`config.mk`:
```
export PLATFORM = sky130hd
export DESIGN_NAME = pecs_tone
export DESIGN_NICKNAME = d
export VERILOG_FILES = /design/src/rtl/core/pecs_pkg.sv /design/src/rtl/core/pecs_tone.sv
export SDC_FILE = /design/constraint.sdc
export NUM_CORES = 2
export LEC_CHECK = 0
export ABC_CLOCK_PERIOD_IN_PS = 8990
export BUFFER_PORTS_ARGS = -buffer_cell sky130_fd_sc_hd__buf_4
export CORE_MARGIN = 2
export CORE_UTILIZATION = 45
export CTS_CLUSTER_SIZE = 14
export DETAILED_ROUTE_END_ITERATION = 12
export PLACE_DENSITY = 0.63
export SYNTH_ARGS = -nofsm -noshare
export SYNTH_HDL_FRONTEND = slang
export SYNTH_SLANG_ARGS = --single-unit
```
`constraint.sdc`:
```
create_clock -name clock -period 8.99 [get_ports clock]
set_clock_uncertainty 0.2 [all_clocks]
set_input_delay 0.899 -clock clock [delete_from_list [all_inputs] [get_ports clock]]
set_output_delay 0.899 -clock clock [all_outputs]
set_load 0.01 [all_outputs]
```
`src/rtl/core/pecs_pkg.sv`:
```
// Shared widths, constants and types of the pixel exposure/contrast/saturation core.
package pecs_pkg;

   localparam int PixW      = 8;
   localparam int GainW     = 16;
   localparam int FracW     = 16;
   localparam int XW        = PixW + FracW;
   localparam int DevW      = XW + 1;
   localparam int CprodW    = DevW + GainW + 1;
   localparam int YW        = 27;
   localparam int EprodW    = YW + GainW + 1;
   localparam int EW        = 34;
   localparam int LprodW    = EW + GainW + 1;
   localparam int LsumW     = LprodW + 2;
   localparam int DiffW     = EW + 1;
   localparam int SprodW    = DiffW + GainW + 1;
   localparam int SW        = SprodW - 13;
   localparam int Gain14Sh  = 14;
   localparam int ExpSh     = 10;
   localparam int LumaSh    = 16;
   localparam int CsrIdxW   = 2;

   localparam int MidpointQ16 = 8355840;
   localparam int TopQ16      = 255 << FracW;
   localparam int LumaWr      = 13933;
   localparam int LumaWg      = 46871;
   localparam int LumaWb      = 4732;

   localparam logic [CsrIdxW-1:0] RegExposure   = 2'd0;
   localparam logic [CsrIdxW-1:0] RegContrast   = 2'd1;
   localparam logic [CsrIdxW-1:0] RegSaturation = 2'd2;

   localparam logic [GainW-1:0] ExposureReset   = 16'd1024;
   localparam logic [GainW-1:0] ContrastReset   = 16'd16384;
   localparam logic [GainW-1:0] SaturationReset = 16'd16384;

   typedef logic [PixW-1:0]         pix_type;
   typedef logic [GainW-1:0]        gain_type;
   typedef logic signed [EprodW-1:0] eprod_type;
   typedef logic signed [DiffW-1:0]  diff_type;
   typedef logic signed [EW-1:0]     luma_type;

endpackage

```
`src/rtl/core/pecs_tone.sv`:
```
// Contrast and exposure multiply stages for one color channel.
module pecs_tone (
   input  logic                clock,
   input  logic                advance,
   input  pecs_pkg::pix_type   chan,
   input  pecs_pkg::gain_type  contrast_gain,
   input  pecs_pkg::gain_type  exposure_gain,
   output pecs_pkg::eprod_type eprod
);

   logic signed [pecs_pkg::DevW-1:0]    dev;
   logic signed [pecs_pkg::GainW:0]     cgain;
   logic signed [pecs_pkg::GainW:0]     egain;
   logic signed [pecs_pkg::CprodW-1:0]  cprod_in;
   logic signed [pecs_pkg::CprodW-1:0]  cprod_ff;
   logic signed [pecs_pkg::YW-1:0]      ylev;
   pecs_pkg::eprod_type                 eprod_in;
   pecs_pkg::eprod_type                 eprod_ff;

   assign cgain = $signed({1'b0, contrast_gain});
   assign egain = $signed({1'b0, exposure_gain});
   assign dev   = $signed({1'b0, chan, {pecs_pkg::FracW{1'b0}}})
                  - pecs_pkg::DevW'(pecs_pkg::MidpointQ16);
   assign cprod_in = pecs_pkg::CprodW'(dev) * pecs_pkg::CprodW'(cgain);
   assign ylev  = pecs_pkg::YW'(cprod_ff >>> pecs_pkg::Gain14Sh)
                  + pecs_pkg::YW'(pecs_pkg::MidpointQ16);
   assign eprod_in = pecs_pkg::EprodW'(ylev) * pecs_pkg::EprodW'(egain);

   always_ff @(posedge clock) begin
      if (advance) begin
         cprod_ff <= cprod_in;
         eprod_ff <= eprod_in;
      end
   end

   assign eprod = eprod_ff;

endmodule

```
Word-level counts from Yosys, hierarchy flattened
Index checks and enable logic that the tools add are counted.
{"block": "word_totals", "n_memories": 0, "ff_bits": 85, "latchBits": 0, "out_inout_bits": 44, "in_bits": 42, "rom_bits": 0, "ramBits": 0, "elab_cells": 6}
{"block": "classes", "div_mod_pow": 0, "order_cmp": 0, "n_mul": 2, "add_sub_neg": 2, "n_reduce_logical": 0, "n_eq_ne": 0, "n_mux": 0, "n_shift": 0, "n_bitwise": 0}
{"op": "27-bit by 17-bit multiplier with 44-bit output", "count": 1}
{"op": "25-bit by 17-bit multiplier with 41-bit output", "count": 1}
{"op": "27-bit by 24-bit adder with 27-bit output (second input constant)", "count": 1}
{"op": "24-bit by 23-bit subtractor with 25-bit output (second input constant)", "count": 1}

Longest topological paths before layout
{"block": "logic_depth", "depth_word": 2, "ltp_mapped": 30, "ltp_nobuf": 29}

Worst setup path after synthesis
OpenSTA, ideal clock, no wires.
{"block": "synth_timing", "kind": "flip-flop to flip-flop", "from": "register cprod_ff[29] (netlist name)", "to": "register eprod_ff[42] (netlist: eprod[42]) (data pin)", "slack_ps": 1435, "stages_incl_launch_ff": 30, "t_arrival_ps": 7095, "path_cell_list": "edfxtp_1 -> inv_1 -> clkbuf_1 -> ha_1 -> inv_1 -> or3_1 -> xnor2_1 -> clkbuf_1 -> nand2_1 -> fa_1 -> inv_1 -> fa_1 -> inv_1 -> fa_1 -> inv_1 -> fa_1 -> inv_1 -> fa_1 -> inv_1 -> fa_1 -> ha_1 -> a21o_1 -> a21o_1 -> a21oi_1 -> a21boi_0 -> o21ai_1 -> o211ai_2 -> nand2_1 -> a221oi_2 -> xnor2_1"}
{"block": "synth_via", "elab_chain_cells": 2}
{"item": "start, declared", "line_no": "pecs_tone.sv:15", "source": "logic signed [pecs_pkg::CprodW-1:0] cprod_ff;"}
{"item": "start signal, assigned", "line_no": "pecs_tone.sv:31", "source": "cprod_ff <= cprod_in;"}
{"item": "27-bit by 24-bit adder with 27-bit output", "line_no": "pecs_tone.sv:26", "source": "+ pecs_pkg::YW'(pecs_pkg::MidpointQ16);"}
{"item": "27-bit by 17-bit multiplier with 44-bit output", "line_no": "pecs_tone.sv:27", "source": "assign eprod_in = pecs_pkg::EprodW'(ylev) * pecs_pkg::EprodW'(egain);"}
{"item": "net eprod_in[42]", "line_no": "pecs_tone.sv:17", "source": "pecs_pkg::eprod_type eprod_in;"}
{"item": "end signal, assigned", "line_no": "pecs_tone.sv:32", "source": "eprod_ff <= eprod_in;"}
{"item": "end, declared", "line_no": "pecs_tone.sv:18", "source": "pecs_pkg::eprod_type eprod_ff;"}
The timed path passes the listed nets, and every way through them passes these cells.
A chain may end at the register's enable or synchronous reset.

Final worst setup path
{"block": "layout_timing", "from": "register cprod_ff[29] (netlist name)", "to": "register eprod_ff[41] (netlist: eprod[41]) (data pin)"}
Same word-level chain as after synthesis.

==> impl_metrics.json <==
{
  "drv_cap": 0,
  "startpoint_type": "flop",
  "grt_start_max_net_pins": 70,
  "synth_compound_area_share_pct": 4.76,
  "synth-async-reset-ratio_pct": 0,
  "syn_area_sq_mm": 0.0237,
  "via_per_inst": 5.08,
  "min_period_ns": 8.39,
  "post-route-period-util_pct": 93.4,
  "hold_class": "in -> reg",
  "die_height_um": 234,
  "syn_to_final_growth_pct": 6.88,
  "die_x_um": 234,
  "routedWlPerCell_um": 16.2,
  "grt_pass1_wl_um": 90300,
  "mostFrequentLayoutCells": "inv_1 (678), fa_1 (565), nand2_1 (324)",
  "max-slew-margin-rel_pct": 31.1,
  "dieArea_sq_mm": 0.0545,
  "numCtsBuffers": 9,
  "cts_max_path_buffers": 2,
  "antennaDiodeCount": 0,
  "hold_viol_final": 0,
  "grt_use_total_pct": 21.0,
  "h-tree-depth": 3,
  "top_layer_used": "met4",
  "synth_top_family_by_area": "adder cells",
  "drt_iter0_markers": 813,
  "cts_tree": "yes",
  "synth_mux_area_share_pct": 0.0422,
  "ys_warn_count": 0,
  "seq_area_sq_mm": 0.00207,
  "cts-root-buf": "clkbuf_16",
  "ant_nets": 0,
  "grt_pass1_vias": 18600,
  "drc": 0,
  "ctsResizeCount": 0,
  "wl_met1_um": 21100,
  "synthAdderAreaFrac_pct": 57.2,
  "dp_hpwl_um": 42800,
  "cp.arrival_ns": 8.31,
  "synth.avg_cell_area_sq_um": 9.48,
  "drive_gt1_share_pct": 5.24,
  "place.gp.congestion": 0.847,
  "rsz0062_at_grt": "no",
  "antenna_found_initial": 0,
  "synthesis.nets": 3286,
  "n_fill_cell": 5001,
  "dr_wl_met3_um": 2460,
  "wl_um": 52100,
  "required_ns": 8.91,
  "floorplan.initialDensity_pct": 45.3,
  "synthSimpleGateAreaFrac_pct": 14.0,
  "critical_path_class": "reg -> reg",
  "synth_edf_count": 69,
  "numPortBuffers": 84,
  "vias": 16400,
  "cts_sinks": 69,
  "slew_violations": 0,
  "synthFlopType": "edfxtp_1",
  "first_pass_iters": 5,
  "clkSlewWorstSetupHoldPaths_ns": 0.08,
  "cts_hold_buf": 0,
  "worstPathMaxFanout": 12,
  "postSynthCellCount": 2500,
  "synthXorXnorAreaFrac_pct": 3.36,
  "ys_types": 59,
  "multiInputGateArea_sq_mm": 0.0188,
  "status": "complete, no violations",
  "overflow": 0,
  "rows": 84,
  "core_sq_mm": 0.0523,
  "insertion_delay_ns": 0.38,
  "worstSetupEndpointType": "flop",
  "layout_commonest_cell": "inv_1",
  "cts_setup_buffers": 0,
  "timing.fmax_mhz": 119,
  "worst_pin_slew_ns": 1.03,
  "met2RoutedLength_um": 27200,
  "setup_viol": 0,
  "ys_seq_elements": 69,
  "fin_nets": 3318,
  "io_pins": 86,
  "synth-seq-area-share_pct": 8.74,
  "tns_ns": 0
}
[cells in the mapped netlist, drive strengths merged (2+ instances only)]
cell type / instances / area [sq um]
o21ai: 33 / 176
ha: 179 / 2240
a211oi: 9 / 82.6
nor3: 8 / 40.0
a21o: 29 / 218
nand4: 4 / 25.0
edfxtp: 69 / 2070
a31oi: 3 / 25.0
a311oi: 3 / 32.5
a21boi: 2 / 15.0
fa: 565 / 11300
o21bai: 5 / 37.5
a31o: 2 / 17.5
nand2b: 26 / 163
nor2b: 21 / 131
and2: 225 / 1410
o211ai: 5 / 47.5
nand3: 13 / 65.1
xor2: 21 / 184
or3: 4 / 25.0
a211o: 2 / 17.5
clkbuf: 75 / 282
o31ai: 2 / 20.0
and3: 5 / 36.3
nor4b: 2 / 23.8
o21a: 10 / 75.1
a21oi: 49 / 264
xnor2: 70 / 613
nor2: 42 / 160
inv: 678 / 2540
nand2: 324 / 1220
[area by class of cell]
cell class	instances	area share [%]
Clock buffer	9	0.889
Clock inverter	7	0.415
Inverter	678	10.0
Multi-Input combinational cell	1677	74.2
Sequential cell	69	8.18
Tap cell	688	3.40
Timing Repair Buffer	97	2.87
[registers in the layout, summed over array words and instances (netlist names)]
name,flops
cprod_ff,26
eprod,43
[worst paths after layout]
| check | startpoint | endpoint | slack [ns] | depth (start not counted) |
|---|---|---|---|---|
| setup / recovery | cprod_ff[29] | eprod[41] | 0.60 | 27 |
| setup reg to reg | cprod_ff[29] | eprod[41] | 0.60 | 27 |
| hold reg to reg | cprod_ff[15] | eprod[1] | 0.62 | 2 |
| hold / removal | contrast_gain[0] | cprod_ff[15] | 0.58 | 1 |
[per-stage QoR]
step                cells  instance area (sq um)  hold WS, ns  utilization, %  setup slack [ns]
detailed placement   3209                  25000        0.607            47.8             0.636
CTS                  3225                  25300        0.572            48.4             0.593
global route         3225                  25300        0.586            48.4            0.0812
finish               3225                  25300        0.577            48.4             0.596
floorplan            2500                  23700        0.525               -              1.43
global placement     3209                  25000        0.587            47.8             0.803
[metal layers]
layer,vias to the layer above,GRT usage [%]
li1,7335,-
met3,85,2.17
met5,-,0
met2,436,38.5
met1,8527,26.0
met4,0,6.65
[kinds of logic (layout without fill, tap and decap cells)]
kind of cell,Yosys count,count (layout)
adder cells (fa/ha/maj),744,744
other,1,1
multiplexers,1,1
buffers and inverters,754,791
flip-flops,69,69
AND/OR/NAND/NOR,676,676
XOR/XNOR,91,91
AO/OA/AOI/OAI,164,164
[critical path, stage by stage, from the launching register on]
cell and delay [ns]:
edfxtp_1 0.52, inv_1 0.37, ha_1 0.28, inv_1 0.06, or3_1 0.36, xnor2_1 0.62
buf_4 0.31, and2_1 0.16, fa_1 0.41, inv_1 0.08, fa_1 0.43, fa_1 0.50
fa_1 0.54, inv_1 0.05, fa_1 0.47, inv_1 0.05, fa_1 0.47, inv_1 0.04
ha_1 0.35, a21oi_1 0.22, a21oi_1 0.10, a311oi_1 0.35, o21ai_0 0.19, a21oi_1 0.28
o31ai_2 0.17, nor2_2 0.19, nor4b_2 0.08, a311o_1 0.28
Power is not shown: default switching activity piles up to over one toggle a cycle in this logic, so the estimate is an artifact.
