[src/rtl/core/pecs_pkg.sv]
// Shared widths, constants and types of the pixel exposure/contrast/saturation core.
package pecs_pkg;

   localparam int PixW      = 8;
   localparam int GainW     = 16;
   localparam int FracW     = 16;
   localparam int XW        = PixW + FracW;
   localparam int DevW      = XW + 1;
   localparam int CprodW    = DevW + GainW + 1;
   localparam int YW        = 27;
   localparam int EprodW    = YW + GainW + 1;
   localparam int EW        = 34;
   localparam int LprodW    = EW + GainW + 1;
   localparam int LsumW     = LprodW + 2;
   localparam int DiffW     = EW + 1;
   localparam int SprodW    = DiffW + GainW + 1;
   localparam int SW        = SprodW - 13;
   localparam int Gain14Sh  = 14;
   localparam int ExpSh     = 10;
   localparam int LumaSh    = 16;
   localparam int CsrIdxW   = 2;

   localparam int MidpointQ16 = 8355840;
   localparam int TopQ16      = 255 << FracW;
   localparam int LumaWr      = 13933;
   localparam int LumaWg      = 46871;
   localparam int LumaWb      = 4732;

   localparam logic [CsrIdxW-1:0] RegExposure   = 2'd0;
   localparam logic [CsrIdxW-1:0] RegContrast   = 2'd1;
   localparam logic [CsrIdxW-1:0] RegSaturation = 2'd2;

   localparam logic [GainW-1:0] ExposureReset   = 16'd1024;
   localparam logic [GainW-1:0] ContrastReset   = 16'd16384;
   localparam logic [GainW-1:0] SaturationReset = 16'd16384;

   typedef logic [PixW-1:0]         pix_type;
   typedef logic [GainW-1:0]        gain_type;
   typedef logic signed [EprodW-1:0] eprod_type;
   typedef logic signed [DiffW-1:0]  diff_type;
   typedef logic signed [EW-1:0]     luma_type;

endpackage

[src/rtl/core/pecs_luma.sv]
// Luminance weighting and per-channel deviation from luminance.
module pecs_luma (
   input  logic                clock,
   input  logic                advance,
   input  pecs_pkg::eprod_type red_prod,
   input  pecs_pkg::eprod_type green_prod,
   input  pecs_pkg::eprod_type blue_prod,
   output pecs_pkg::luma_type  luma,
   output pecs_pkg::diff_type  red_diff,
   output pecs_pkg::diff_type  green_diff,
   output pecs_pkg::diff_type  blue_diff
);

   localparam logic signed [pecs_pkg::GainW:0] WR = (pecs_pkg::GainW+1)'(pecs_pkg::LumaWr);
   localparam logic signed [pecs_pkg::GainW:0] WG = (pecs_pkg::GainW+1)'(pecs_pkg::LumaWg);
   localparam logic signed [pecs_pkg::GainW:0] WB = (pecs_pkg::GainW+1)'(pecs_pkg::LumaWb);

   pecs_pkg::luma_type                  er, eg, eb;
   pecs_pkg::luma_type                  er_ff, eg_ff, eb_ff;
   logic signed [pecs_pkg::LprodW-1:0]  pr_in, pg_in, pb_in;
   logic signed [pecs_pkg::LprodW-1:0]  pr_ff, pg_ff, pb_ff;
   logic signed [pecs_pkg::LsumW-1:0]   lsum;
   pecs_pkg::luma_type                  luma_in;
   pecs_pkg::luma_type                  luma_ff;
   pecs_pkg::diff_type                  rd_in, gd_in, bd_in;
   pecs_pkg::diff_type                  rd_ff, gd_ff, bd_ff;

   assign er = pecs_pkg::EW'(red_prod   >>> pecs_pkg::ExpSh);
   assign eg = pecs_pkg::EW'(green_prod >>> pecs_pkg::ExpSh);
   assign eb = pecs_pkg::EW'(blue_prod  >>> pecs_pkg::ExpSh);
   assign pr_in = pecs_pkg::LprodW'(er) * pecs_pkg::LprodW'(WR);
   assign pg_in = pecs_pkg::LprodW'(eg) * pecs_pkg::LprodW'(WG);
   assign pb_in = pecs_pkg::LprodW'(eb) * pecs_pkg::LprodW'(WB);

   assign lsum = pecs_pkg::LsumW'(pr_ff) + pecs_pkg::LsumW'(pg_ff) + pecs_pkg::LsumW'(pb_ff);
   assign luma_in = pecs_pkg::EW'(lsum >>> pecs_pkg::LumaSh);
   assign rd_in = pecs_pkg::DiffW'(er_ff) - pecs_pkg::DiffW'(luma_in);
   assign gd_in = pecs_pkg::DiffW'(eg_ff) - pecs_pkg::DiffW'(luma_in);
   assign bd_in = pecs_pkg::DiffW'(eb_ff) - pecs_pkg::DiffW'(luma_in);

   always_ff @(posedge clock) begin
      if (advance) begin
         er_ff   <= er;
         eg_ff   <= eg;
         eb_ff   <= eb;
         pr_ff   <= pr_in;
         pg_ff   <= pg_in;
         pb_ff   <= pb_in;
         luma_ff <= luma_in;
         rd_ff   <= rd_in;
         gd_ff   <= gd_in;
         bd_ff   <= bd_in;
      end
   end

   assign luma       = luma_ff;
   assign red_diff   = rd_ff;
   assign green_diff = gd_ff;
   assign blue_diff  = bd_ff;

endmodule

[config.mk]
export PLATFORM = sky130hd
export DESIGN_NAME = pecs_luma
export DESIGN_NICKNAME = d
export VERILOG_FILES = /design/src/rtl/core/pecs_pkg.sv /design/src/rtl/core/pecs_luma.sv
export SDC_FILE = /design/constraint.sdc
export NUM_CORES = 2
export LEC_CHECK = 0
export BUFFER_PORTS_ARGS = -buffer_cell sky130_fd_sc_hd__buf_2
export CORE_MARGIN = 2
export CORE_UTILIZATION = 50
export CTS_CLUSTER_DIAMETER = 60
export DETAILED_ROUTE_END_ITERATION = 10
export GPL_ROUTABILITY_DRIVEN = 0
export HOLD_SLACK_MARGIN = 0.08
export PLACE_DENSITY_LB_ADDON = 0.12
export SLEW_MARGIN = 40
export SYNTH_ARGS = -nofsm -noshare
export SYNTH_HDL_FRONTEND = slang
export SYNTH_SLANG_ARGS = --single-unit
[constraint.sdc]
create_clock -name clock -period 11.41 [get_ports clock]
set_input_delay 0.5705 -clock clock [delete_from_list [all_inputs] [get_ports clock]]
set_output_delay 0.5705 -clock clock [all_outputs]
set_load 0.05 [all_outputs]
# Yosys cells after proc, flatten, opt, wreduce, memory -nomap -nowiden
# Index checks and enable logic that the tools add are counted.
dict set report word_totals {
  regBits 386
  in_bits 134
  out_inout_bits 139
}
dict set report classes {
  n_addsub 5
  n_mul 3
}
# cell n
set op_table {}
lappend op_table {{$sub 34x34->35} 3}
lappend op_table {{$add 49x50->50} 1}
lappend op_table {{$add 50x48->50} 1}
lappend op_table {{$mul 34x17->50 const B} 1}
lappend op_table {{$mul 34x15->49 const B} 1}
lappend op_table {{$mul 34x12->46 const B} 1}

# Longest topological paths before layout
dict set report logic_depth {
  word_depth 3
  mapped_depth 27
}

# Worst setup path before layout
# OpenSTA, ideal clock, no wires.
dict set report synth_path {
  path_kind {input -> register}
  start {input port green_prod[16]}
  end {register pg_ff[48] (netlist bit), data pin}
  setup_ps 257
  t_arrival_ps 6517
  t_required_ps 11153
  path_slack_ps 4636
  stages 23
  n_path_buf 0
  cell_sequence {fa_1 -> fa_1 -> inv_1 -> fa_1 -> inv_1 -> fa_1 -> fa_1 -> inv_1 -> fa_1 -> inv_1 -> ha_1 -> nand4_1 -> or2_2 -> a2111oi_0 -> a211o_1 -> a2111o_1 -> nand3_1 -> o31a_1 -> a21o_1 -> o311a_1 -> o31ai_1 -> a31o_2 -> xor2_1}
}
dict set report synth_between {
  elab_chain_len 1
}
# item line_no
set synth_rtl {}
lappend synth_rtl {{start: declaration} pecs_luma.sv:6} ;# input pecs_pkg::eprod_type green_prod,
lappend synth_rtl {{$mul 34x17->50} pecs_luma.sv:32} ;# assign pg_in = pecs_pkg::LprodW'(eg) * pecs_pkg::LprodW'(WG);
lappend synth_rtl {{net pg_in, one bit} pecs_luma.sv:20} ;# logic signed [pecs_pkg::LprodW-1:0] pr_in, pg_in, pb_in;
lappend synth_rtl {{end signal: assignment} pecs_luma.sv:47} ;# pg_ff <= pg_in;
lappend synth_rtl {{end: declaration} pecs_luma.sv:21} ;# logic signed [pecs_pkg::LprodW-1:0] pr_ff, pg_ff, pb_ff;
# The timed path passes the listed nets, and every way through them passes these cells.
# A chain may end at the register's enable or synchronous reset.

# Final worst setup path
dict set report layout_path {
  start {register pr_ff[18] (netlist bit)}
  end {register bd_ff[32] (netlist: blue_diff[32]), data pin}
}
dict set report layout_between {
  elab_chain_len 3
}
# item line_no
set layout_rtl {}
lappend layout_rtl {{start: declaration} pecs_luma.sv:21}
lappend layout_rtl {{start signal: assignment} pecs_luma.sv:46} ;# pr_ff <= pr_in;
lappend layout_rtl {{$add 49x50->50} pecs_luma.sv:35} ;# assign lsum = pecs_pkg::LsumW'(pr_ff) + pecs_pkg::LsumW'(pg_ff) + pecs_pkg::LsumW'(pb_ff);
lappend layout_rtl {{$add 50x48->50} pecs_luma.sv:35}
lappend layout_rtl {{net lsum, one bit} pecs_luma.sv:22} ;# logic signed [pecs_pkg::LsumW-1:0] lsum;
lappend layout_rtl {{$sub 34x34->35} pecs_luma.sv:39} ;# assign bd_in = pecs_pkg::DiffW'(eb_ff) - pecs_pkg::DiffW'(luma_in);
lappend layout_rtl {{net bd_in[32]} pecs_luma.sv:25} ;# pecs_pkg::diff_type rd_in, gd_in, bd_in;
lappend layout_rtl {{end signal: assignment} pecs_luma.sv:52} ;# bd_ff <= bd_in;
lappend layout_rtl {{end: declaration} pecs_luma.sv:26} ;# pecs_pkg::diff_type rd_ff, gd_ff, bd_ff;
# The timed path passes the listed nets, and every way through them passes these cells.

==> impl_results.md <==
- Result of the run: finished clean
- Post-DP Area: 0.0519 mm²
- FILL cells: 8670
- Netlist Area Pre-Place: 0.0492 mm²
- Type of the worst setup path: reg -> reg
- Overall die height: 318 µm
- Most used flip-flop cell after synthesis: edfxtp_1
- Die area: 0.101 mm²
- Area of the placeable core: 0.0978 mm²
- Total GRT Usage: 24.6%
- Met2 track demand over resource in global routing: 38.9%
- Yosys cell types: 100
- Number of global-route vias before repair: 34000
- Crit. End Element: flop
- Count of hold-fix buffers inserted at cts: 0
- Antenna-violating nets left: 0
- Detail Placement HPWL: 101000 µm
- Count of port buffers added during placement: 242
- Pre-Repair DR Iteration Count: 8
- Delay of the slowest critical-path stage: 0.69 ns
- FF-to-FF Start: pr_ff[18]
- Boundary pin count: 273
- Sequential-to-total area share from yosys stat: 23.3%
- Worst Hold Class: in -> reg
- Worst-path cell chain: fa_1, ha_1, nand4_1, or3_4, o31a_4, o21ai_0, xor2_1, inv_1, ha_1, a2111oi_0, o21ai_0, a31oi_1, a41oi_1, o31ai_1, o221ai_1, nand4b_2, o21ai_2, a221o_1, a221o_1, mux2i_1, o2111ai_1
- TritonCTS sink count: 382
- Post-layout min period: 7.48 ns
- Root buffer cell: clkbuf_16
- Slowest CP cell: ha_1
- Total of warnings raised by yosys: 0
- Initial Util: 50.2%
- Startpoint of the tightest hold check path: blue_prod[10]
- Share of the synthesized area in the top cell type: 27.9%
- Final Hold Violating Endpoints: 0
- Worst Setup SP: pr_ff[18]
- H-tree levels: 2
- Busiest layer in global routing: met2
- Final clock period utilization by the worst path: 65.5%
- Final routed wirelength across all metal layers: 120000 µm
- Number of cells produced by synthesis: 4536
- Number of buffers created by CTS: 47
- Area growth from synthesis to layout: 8.74%
- Data required time at the worst endpoint: 11.73 ns
- Violation count after the first detailed-route iteration: 2144
- Post-CTS Repair Setup Buffers: 0
- Largest net degree at the start of global routing: 101
- Unrepaired setup endpoints after global routing: false
- Post-layout instance count excluding filler cells: 6113
- Cell with the most instances after synthesis: inv_1
- Critical-path maximum fanout: 14
- Wire length of the first global-routing pass: 192000 µm
- Placement Rows: 115
- Buffer levels on the longest clock path: 3
- Number of max-slew violations in the final report: 0
- Least-Margin Pin Slew: 0.812 ns
- Final setup skew: 0.0365 ns
- Detailed-route DRC error count: 0
- Worst rel slew slack: 45.8%
- TritonCTS clock tree: built
- Clock-pin slew on the worst setup and hold paths: 0.06 ns
- Routed via count: 32700
- Element type at the critical path start: flop
- Flip-flop and latch area: 0.0115 mm²
- Share of layout cells above drive strength 1: 8.17%
- Multi-input combinational cell area: 0.0336 mm²
- Post-route cell area: 0.0534 mm²
- Setup violators final: 0
- Initial antenna violation count: 15
- Via/cell ratio: 5.35
- Avg Cell Area, Syn: 10.8 µm²
- Cell type contributing the most total cell area after synthesis: fa_1
- Leading post-synthesis cells by cell area: fa_1 28%, edfxtp_1 23%, ha_1 18%
- Upper clock frequency limit: 0.134 GHz
- Met3 track utilization from global routing: 3.15%
- Async set-reset flop share out of synthesis: 0%
- Resized cells post-CTS: 0
- Data arrival time at the worst-slack endpoint: 7.80 ns
- Nets: 6314
- Die X-Extent: 318 µm
- Total Negative Setup Slacks: 0 ns
- Placed cell count: 6025
- Max capacitance violation total: 0
- Register bit count reported by yosys: 382
- Clock insertion delay at the later pin of the skew report: 0.62 ns
- Post-synthesis net count: 6063
- Total congestion overflow: 0
- Number of enable flip-flop cells after synthesis: 382
- Met1 usage in global routing: 36.8%
- Synth cell count leaders: 1033 x inv_1, 707 x ha_1, 686 x fa_1, 382 x edfxtp_1, 224 x a21oi_1
- WL per Instance: 19.6 µm
[placed cells by master, fill, tap and decap left out, types with 17 or more instances in the layout]
cell type,instances
nand2b_1,40
nand4_1,40
a21o_1,117
xor2_1,100
o21ai_0,108
o211ai_1,17
a21oi_1,224
fa_1,686
a211oi_1,17
o21a_1,28
a31oi_1,29
nor2_1,173
edfxtp_1,382
o31ai_1,17
buf_2,241
nor3_1,44
o21bai_1,37
nor2b_1,35
nand2_1,124
and2_1,26
ha_1,707
clkbuf_16,47
nand3_1,48
inv_1,1033
xnor2_1,192
[flip-flops by register name, indices dropped and copies added (netlist names)]
register    cells
blue_diff      35
eb_ff          34
eg_ff          34
er_ff          34
green_diff     35
luma           34
pb_ff          45
pg_ff          49
pr_ff          47
red_diff       35
[per-layer routing]
layer / vias up / share of wire [%]
met3: 127 / 5.1
met4: 20 / 1.6
met1: 16200 / 48
met2: 695 / 45
met5: - / 0.12
li1: 15600 / -
[cell families after synthesis]
kind of cell	count (synthesis)	share of synthesized area, %
DFF	382	23.3
and+or+nand+nor	608	6.24
buffers and inverters	1083	8.31
muxes	14	0.295
xor gates and xnor gates	294	5.27
AOI/OAI and AO/OA	750	10.4
adders and majority gates	1405	46.2
[worst max-delay path: cells and delay by family, from the launching register on]
kind	cells	cell delay, ns
AOI/OAI and AO/OA	12	3.55
adders and majority gates	3	1.60
and+or+nand+nor	3	0.81
xor gates and xnor gates	1	0.42
DFF	1	0.41
buffers and inverters	1	0.25
muxes	1	0.18
[layout make-up]
cell class / instances / area share, %
clock buffers: 52 / 2.24
flip-flops and latches: 382 / 21.5
well taps: 1287 / 3.01
repair buffers: 250 / 2.46
multi-input cells: 3071 / 62.9
clock inverters: 35 / 0.665
diodes: 1 / 0.00468
inverters: 1035 / 7.27
[stage by stage]
step	hold WS (ns)	util, %	setup slack (ns)
6_report	0.295	54.6	3.93
5_1_grt	0.281	54.6	3.48
4_1_cts	0.272	54.6	3.93
3_5_place_dp	0.642	53.0	3.50
3_3_place_gp	0.650	53.0	3.45
2_1_floorplan	0.625	-	4.64
[path summary, 6_finish.rpt]
| path | end | slack (ns) | cells past startpoint |
|---|---|---|---|
| max | blue_diff[32] | 3.93 | 21 |
| min | eb_ff[0] | 0.30 | 1 |
| max reg2reg | blue_diff[32] | 3.93 | 21 |
| min reg2reg | blue_diff[1] | 0.66 | 1 |
Power is left out: the tool's default activity adds up to more than one toggle a clock period on the data nets, which glitch-free logic cannot reach.
