<file path="src/rtl/core/pecs_pkg.sv">
// Shared widths, constants and types of the pixel exposure/contrast/saturation core.
package pecs_pkg;

   localparam int PixW      = 8;
   localparam int GainW     = 16;
   localparam int FracW     = 16;
   localparam int XW        = PixW + FracW;
   localparam int DevW      = XW + 1;
   localparam int CprodW    = DevW + GainW + 1;
   localparam int YW        = 27;
   localparam int EprodW    = YW + GainW + 1;
   localparam int EW        = 34;
   localparam int LprodW    = EW + GainW + 1;
   localparam int LsumW     = LprodW + 2;
   localparam int DiffW     = EW + 1;
   localparam int SprodW    = DiffW + GainW + 1;
   localparam int SW        = SprodW - 13;
   localparam int Gain14Sh  = 14;
   localparam int ExpSh     = 10;
   localparam int LumaSh    = 16;
   localparam int CsrIdxW   = 2;

   localparam int MidpointQ16 = 8355840;
   localparam int TopQ16      = 255 << FracW;
   localparam int LumaWr      = 13933;
   localparam int LumaWg      = 46871;
   localparam int LumaWb      = 4732;

   localparam logic [CsrIdxW-1:0] RegExposure   = 2'd0;
   localparam logic [CsrIdxW-1:0] RegContrast   = 2'd1;
   localparam logic [CsrIdxW-1:0] RegSaturation = 2'd2;

   localparam logic [GainW-1:0] ExposureReset   = 16'd1024;
   localparam logic [GainW-1:0] ContrastReset   = 16'd16384;
   localparam logic [GainW-1:0] SaturationReset = 16'd16384;

   typedef logic [PixW-1:0]         pix_type;
   typedef logic [GainW-1:0]        gain_type;
   typedef logic signed [EprodW-1:0] eprod_type;
   typedef logic signed [DiffW-1:0]  diff_type;
   typedef logic signed [EW-1:0]     luma_type;

endpackage

</file>
<file path="src/rtl/core/pecs_finish.sv">
// Saturation gain, clamp and truncation for one color channel.
module pecs_finish (
   input  logic               clock,
   input  logic               advance,
   input  pecs_pkg::luma_type luma,
   input  pecs_pkg::diff_type diff,
   input  pecs_pkg::gain_type saturation_gain,
   output pecs_pkg::pix_type  chan
);

   logic signed [pecs_pkg::GainW:0]     sgain;
   logic signed [pecs_pkg::SprodW-1:0]  sprod_in;
   logic signed [pecs_pkg::SprodW-1:0]  sprod_ff;
   pecs_pkg::luma_type                  luma_ff;
   logic signed [pecs_pkg::SW-1:0]      sval;
   pecs_pkg::pix_type                   chan_in;
   pecs_pkg::pix_type                   chan_ff;

   assign sgain    = $signed({1'b0, saturation_gain});
   assign sprod_in = pecs_pkg::SprodW'(diff) * pecs_pkg::SprodW'(sgain);
   assign sval     = pecs_pkg::SW'(luma_ff) + pecs_pkg::SW'(sprod_ff >>> pecs_pkg::Gain14Sh);

   always_comb begin
      priority if (sval <= pecs_pkg::SW'(0))
         chan_in = '0;
      else if (sval >= pecs_pkg::SW'(pecs_pkg::TopQ16))
         chan_in = '1;
      else
         chan_in = sval[pecs_pkg::XW-1:pecs_pkg::FracW];
   end

   always_ff @(posedge clock) begin
      if (advance) begin
         sprod_ff <= sprod_in;
         luma_ff  <= luma;
         chan_ff  <= chan_in;
      end
   end

   assign chan = chan_ff;

endmodule

</file>
<file path="config.mk">
export PLATFORM = sky130hd
export DESIGN_NAME = pecs_finish
export DESIGN_NICKNAME = d
export VERILOG_FILES = /design/src/rtl/core/pecs_pkg.sv /design/src/rtl/core/pecs_finish.sv
export SDC_FILE = /design/constraint.sdc
export NUM_CORES = 2
export LEC_CHECK = 0
export ABC_AREA = 1
export BUFFER_PORTS_ARGS = -buffer_cell sky130_fd_sc_hd__buf_2
export CORE_UTILIZATION = 60
export DETAILED_ROUTE_END_ITERATION = 10
export PLACE_DENSITY = 0.78
export SLEW_MARGIN = 20
export SYNTH_ARGS = -nofsm -noshare
export SYNTH_HDL_FRONTEND = slang
export SYNTH_SLANG_ARGS = --single-unit
</file>
<file path="constraint.sdc">
create_clock -name clock -period 14.5 [get_ports clock]
set_input_delay 2.9 -clock clock [delete_from_list [all_inputs] [get_ports clock]]
set_output_delay 2.9 -clock clock [all_outputs]
set_load 0.03 [all_outputs]
</file>
======== Word-level counts from Yosys, hierarchy flattened ========
Index checks and enable logic that the tools add are counted.
word-level totals
  bits of input ports ..................... 87
  output and inout bits ................... 8
  register bits after elaboration ......... 94
  logic and storage cells ................. 8
cells by class
  multiplexer cells ....................... 1
  multiply operators ...................... 1
  add/subtract/negate cells ............... 1
  magnitude comparators ................... 2
operator list
  cell                    count
  $mul A35 B17 Y52        1
  $add A34 B38 Y39        1
  $ge A39 B25 Y1 const B  1
  $le A39 B1 Y1 const B   1
  $mux W8                 1

======== Logic depth before layout (Yosys ltp) ========
  word-level depth ........................ 3
  depth in mapped cells ................... 29
  depth with buffers taken out ............ 28

======== Worst setup path before layout ========
OpenSTA, ideal clock, no wires.
  path kind ............................... input-to-reg
  from .................................... in diff[34]
  to ...................................... reg sprod_ff[51] in the netlist's numbering, data pin
  arrival ................................. 8187 ps
  buffers on the path ..................... 2
  stages .................................. 22
  path slack .............................. 6048 ps
  library setup time ...................... 265 ps
  required time ........................... 14235 ps
  cell sequence ........................... clkbuf_1 clkbuf_1 nand2_1 inv_1 fa_1 fa_1 inv_1 fa_1 fa_1 inv_1 fa_1 inv_1 fa_1 inv_1 ha_1 a21oi_1 nor3_1 a2111oi_0 nand2_1 a21oi_1 o21ai_0 xor2_1
on the way
  cells in the longest elaborated chain, start to end .. 1
RTL lines
  element                RTL line           text
  from (decl)            pecs_finish.sv:6   input pecs_pkg::diff_type diff,
  $mul A35 B17 Y52       pecs_finish.sv:20  assign sprod_in = pecs_pkg::SprodW'(diff) * pecs_pkg::SprodW'(sgain);
  net sprod_in, one bit  pecs_finish.sv:12  logic signed [pecs_pkg::SprodW-1:0] sprod_in;
  to (signal assigned)   pecs_finish.sv:34  sprod_ff <= sprod_in;
  to (decl)              pecs_finish.sv:13  logic signed [pecs_pkg::SprodW-1:0] sprod_ff;
The timed path passes the listed nets, and every way through them passes these cells.
A chain may end at the register's enable or synchronous reset.

======== Worst setup path after layout ========
  from .................................... in saturation_gain[2]
  to ...................................... reg sprod_ff[51] in the netlist's numbering, data pin
on the way
  cells in the longest elaborated chain, start to end .. 1
RTL lines
  element                RTL line           text
  from (decl)            pecs_finish.sv:7   input pecs_pkg::gain_type saturation_gain,
  $mul A35 B17 Y52       pecs_finish.sv:20
  net sprod_in, one bit  pecs_finish.sv:12
The timed path passes the listed nets, and every way through them passes these cells.

==> results.tsv <==
stage	metric	value	unit
timing	number of hold violations in the final report	0	
setup_path	Reg2Reg Launch Point	sprod_ff[14]$_DFFE_PP_	
floorplan	die area	0.04387	sq mm
timing	period utilisation layout	0.6390	
synth	xor/xnor share of the synthesized area	0.02001	
detailed_routing	final routed wirelength across all metal layers	63130	um
global_routing	overall global routing resource usage	0.3066	
synth	post-synth design cell area	0.02582	sq mm
synth	synthesized area divided by synthesized cell count	7.563	sq um
synth	async set or reset register ratio after synthesis	0	
synth	synthesized-area fraction occupied by ao, oa, aoi and oai cells	0.04119	
timing	final critical delay including setup and external delays	9.265	ns
global_routing	via count of the first global-routing pass	21440	
timing	hold slack final	0.9663	ns
final_layout	highest-count cells in the layout ignoring fill and taps	1,017 x sky130_fd_sc_hd__inv_1, 956 x sky130_fd_sc_hd__nand2_1, 530 x sky130_fd_sc_hd__fa_1	
timing	Slew Limit Headroom	0.3532	
clock_network	Bufs on Longest Clock Path	2	
clock_network	total number of clock tree sinks	80	
detailed_routing	DR WL/cell	16.05	um
setup_path	end point of the critical path	sprod_ff[51]$_DFFE_PP_	
clock_network	number of hold-repair buffers added at the cts stage	0	
synth	multiplexer fraction of the synthesized cell area	0	
clock_network	clock tree from TritonCTS	done	
floorplan	Cell Rows	75	
detailed_routing	total vias in the final route	20550	
floorplan	floorplan core area	0.04223	sq mm
global_routing	initial antenna violation count	0	
final_layout	commonest non-fill, non-tap cell in the layout	sky130_fd_sc_hd__inv_1	
final_layout	area of the multi-input gates	0.01910	sq mm
setup_path	cells along the critical path	buf_2 > nand2_1 > inv_1 > fa_1 > fa_1 > inv_1 > fa_1 > fa_1 > inv_1 > fa_1 > inv_1 > fa_1 > inv_1 > ha_1 > a21oi_1 > nor3_1 > a2111oi_0 > nand2_1 > a21oi_1 > o21ai_0 > xor2_1	
synth	most instantiated flip-flop cell in the synthesis netlist	sky130_fd_sc_hd__edfxtp_1	
timing	Setup Total Neg Slack	0	ns
floorplan	number of top-level pins	95	
global_routing	GR Layer Usage met1	0.4102	
detailed_routing	final antenna-violating net count	0	
clock_network	Clock Root Buffer	sky130_fd_sc_hd__clkbuf_16	
synth	area fraction in and, or, nand and nor cells after synthesis	0.1906	
place	final weighted congestion in routability-driven placement	1.011	
clock_network	count of buffers added by post-CTS timing repair for setup	0	
timing	maximum clock frequency	0.1079	GHz
detailed_routing	ratio of routed vias to standard cells	5.225	
final_layout	# nets final	4165	
final_layout	final-layout fill cell count	3792	
global_routing	M2 GR Usage	0.5399	
timing	max-slew violations	0	
clock_network	H-tree level count	3	
detailed_routing	violation count after the first detailed-route iteration	1561	
setup_path	slowest library cell on the worst path	sky130_fd_sc_hd__fa_1	
global_routing	busiest layer in global routing	met2	
clock_network	clock buffer count from CTS	9	
status	outcome	completed	
setup_path	Crit Path Class	in -> reg	
setup_path	CP bufs+invs	6	
setup_path	Reg2Reg Depth	19	
synth	Yosys warnings	0	
global_routing	global routing usage on met3	0.02319	
global_routing	global-route wire length before repair	106100	um
synth	EDFF count, synth	80	
synth	Post-Synthesis Cells	3414	
place	number of port buffers	94	
setup_path	CP Launch Type	input pin	
detailed_routing	Post-route DRC	0	
floorplan	Initial Util	0.6114	
setup_path	depth of the critical timing path with buffers and inverters included	21	
hold_path	min-delay worst type	reg -> reg	
final_layout	fraction of layout instances using a drive strength above 1	0.03830	
setup_path	flop2flop setup slack	11.47	ns
setup_path	kind of cell adding the most delay to the critical path	adder cells	
setup_path	Worst setup EP type	register	
place	detailed-placement wirelength estimate	52630	um
global_routing	pin count of the biggest net entering global routing	81	
setup_path	launch point of the critical path	saturation_gain[2]	
setup_path	CP Max Fanout	35	
synth	post-synthesis register bit count	80	
timing	worst setup skew after layout	0.007618	ns
place	Place WS	4.906	ns
floorplan	width of the chip	209.4	um
global_routing	residual overflow from global routing	0	
clock_network	Resized cells post-CTS	0	
setup_path	capture point of the worst reg-to-reg path	chan[0]$_SDFFCE_PP0P_	
clock_network	CTS clk-pin slew, worst paths	0.06	ns
final_layout	FF+latch area	0.002402	sq mm
setup_path	worst path required time	14.59	ns
final_layout	number of antenna diodes	0	
timing	setup repair after global routing missed its margin	false	
floorplan	Die Span Y	209.4	um
timing	final setup violating endpoints	0	
timing	actual slew at the worst max-slew pin	0.9702	ns
synth	area share of fa/ha/maj cells after synthesis	0.4880	
synth	library cells used by synthesis	34	
synth	number of nets produced by synthesis	4190	
run	max_cap viols	0	
final_layout	P&R area growth vs syn	3.795	%
setup_path	stage delay of the slowest cell on the critical path	0.71	ns
synth	sequential fraction of the synthesis area	0.09305	
timing	setup slack after layout	5.235	ns
setup_path	worst path arrival time	9.35	ns
clock_network	Clock Latency Late Sink	0.35	ns
synth	main combinational cell family by area after synthesis	adder cells	
detailed_routing	DRT Pass-1 Iters	6	
setup_path	cell repeated most along the worst path	sky130_fd_sc_hd__fa_1	
logic make-up (layout without fill, tap and decap cells):
logic type / count (synthesis) / count (layout)
AND/OR/NAND/NOR: 1245 / 1245
flip-flops: 80 / 80
buffers and inverters: 1150 / 1130
XOR/XNOR: 59 / 59
AO/OA/AOI/OAI: 191 / 191
adder cells (fa/ha/maj): 689 / 689
final cells by class:
type,count,share of cell area
clock buffers,9,0.008404
multi-input cells,2184,0.7127
flip-flops and latches,80,0.08964
inverters,1018,0.1426
repair buffers,96,0.01821
well taps,539,0.02517
clock inverters,7,0.003268
worst min-delay path: stages, from the launching register on:
cell and delay [ns]:
sky130_fd_sc_hd__edfxtp_1 0.33, sky130_fd_sc_hd__ha_1 0.22, sky130_fd_sc_hd__nand2_1 0.09, sky130_fd_sc_hd__nand2_2 0.09
sky130_fd_sc_hd__a21oi_1 0.07
state kept, by name, summed over array words and instances, names as in the netlist:
register and flops:
chan 8, luma_ff 34, sprod_ff 38
metrics by stage:
| step | instance area (sq um) | util | instances |
|---|---|---|---|
| final | 26800 | 0.6346 | 3933 |
| after global routing | 26800 | 0.6346 | 3933 |
| after global placement | 26490 | 0.6272 | 3917 |
| after floorplan | 25820 | - | 3414 |
| after detailed placement | 26490 | 0.6272 | 3917 |
| after CTS | 26800 | 0.6346 | 3933 |
Yosys cell counts, types with 2 or more instances:
cell,n,area share
sky130_fd_sc_hd__a31oi_1,16,0.0039
sky130_fd_sc_hd__nor2_1,168,0.024
sky130_fd_sc_hd__xnor2_1,21,0.0071
sky130_fd_sc_hd__o221ai_1,4,0.0014
sky130_fd_sc_hd__fa_1,530,0.41
sky130_fd_sc_hd__nor3_1,15,0.0029
sky130_fd_sc_hd__inv_1,1017,0.15
sky130_fd_sc_hd__nand2_2,9,0.0022
sky130_fd_sc_hd__xor2_1,38,0.013
sky130_fd_sc_hd__o21ai_0,39,0.0076
sky130_fd_sc_hd__and3_1,3,0.00073
sky130_fd_sc_hd__and2_1,3,0.00073
sky130_fd_sc_hd__nand3b_1,8,0.0023
sky130_fd_sc_hd__nor4_1,4,0.00097
sky130_fd_sc_hd__nand3_2,4,0.0016
sky130_fd_sc_hd__ha_1,159,0.077
sky130_fd_sc_hd__nand4_1,15,0.0036
sky130_fd_sc_hd__nand3_1,55,0.011
sky130_fd_sc_hd__nor2_2,3,0.00073
sky130_fd_sc_hd__nand2_1,956,0.14
sky130_fd_sc_hd__edfxtp_1,80,0.093
sky130_fd_sc_hd__a21o_1,3,0.00087
sky130_fd_sc_hd__o21bai_1,12,0.0035
sky130_fd_sc_hd__a211oi_1,2,0.00058
sky130_fd_sc_hd__o21a_1,6,0.0017
sky130_fd_sc_hd__clkbuf_1,132,0.019
sky130_fd_sc_hd__a21boi_0,2,0.00058
sky130_fd_sc_hd__a21oi_1,104,0.020
worst min-delay path by stage:
| stage | slack (ns) | to | cells after the start | from |
|---|---|---|---|---|
| 2_1_floorplan | 0.82 | chan[0]$_SDFFCE_PP0P_ | 3 | luma_ff[16]$_DFFE_PP_ |
| 3_3_place_gp | 0.95 | chan[5]$_SDFFCE_PP0P_ | 4 | luma_ff[21]$_DFFE_PP_ |
| 3_5_place_dp | 0.94 | chan[5]$_SDFFCE_PP0P_ | 4 | luma_ff[21]$_DFFE_PP_ |
| 4_1_cts | 0.96 | chan[5]$_SDFFCE_PP0P_ | 4 | luma_ff[21]$_DFFE_PP_ |
| 5_1_grt | 1.01 | chan[5]$_SDFFCE_PP0P_ | 4 | luma_ff[21]$_DFFE_PP_ |
| 6_report | 0.97 | chan[5]$_SDFFCE_PP0P_ | 4 | luma_ff[21]$_DFFE_PP_ |
layer usage:
metal / share of wire / wire (um) / up-vias
met5: 0 / 0 / -
met4: 0.024 / 1503 / 0
met3: 0.063 / 3996 / 114
met2: 0.49 / 31200 / 762
met1: 0.42 / 26430 / 9997
li1: - / - / 9676
Power is left out: the tool's default activity adds up to more than one toggle a clock period on the data nets, which glitch-free logic cannot reach.
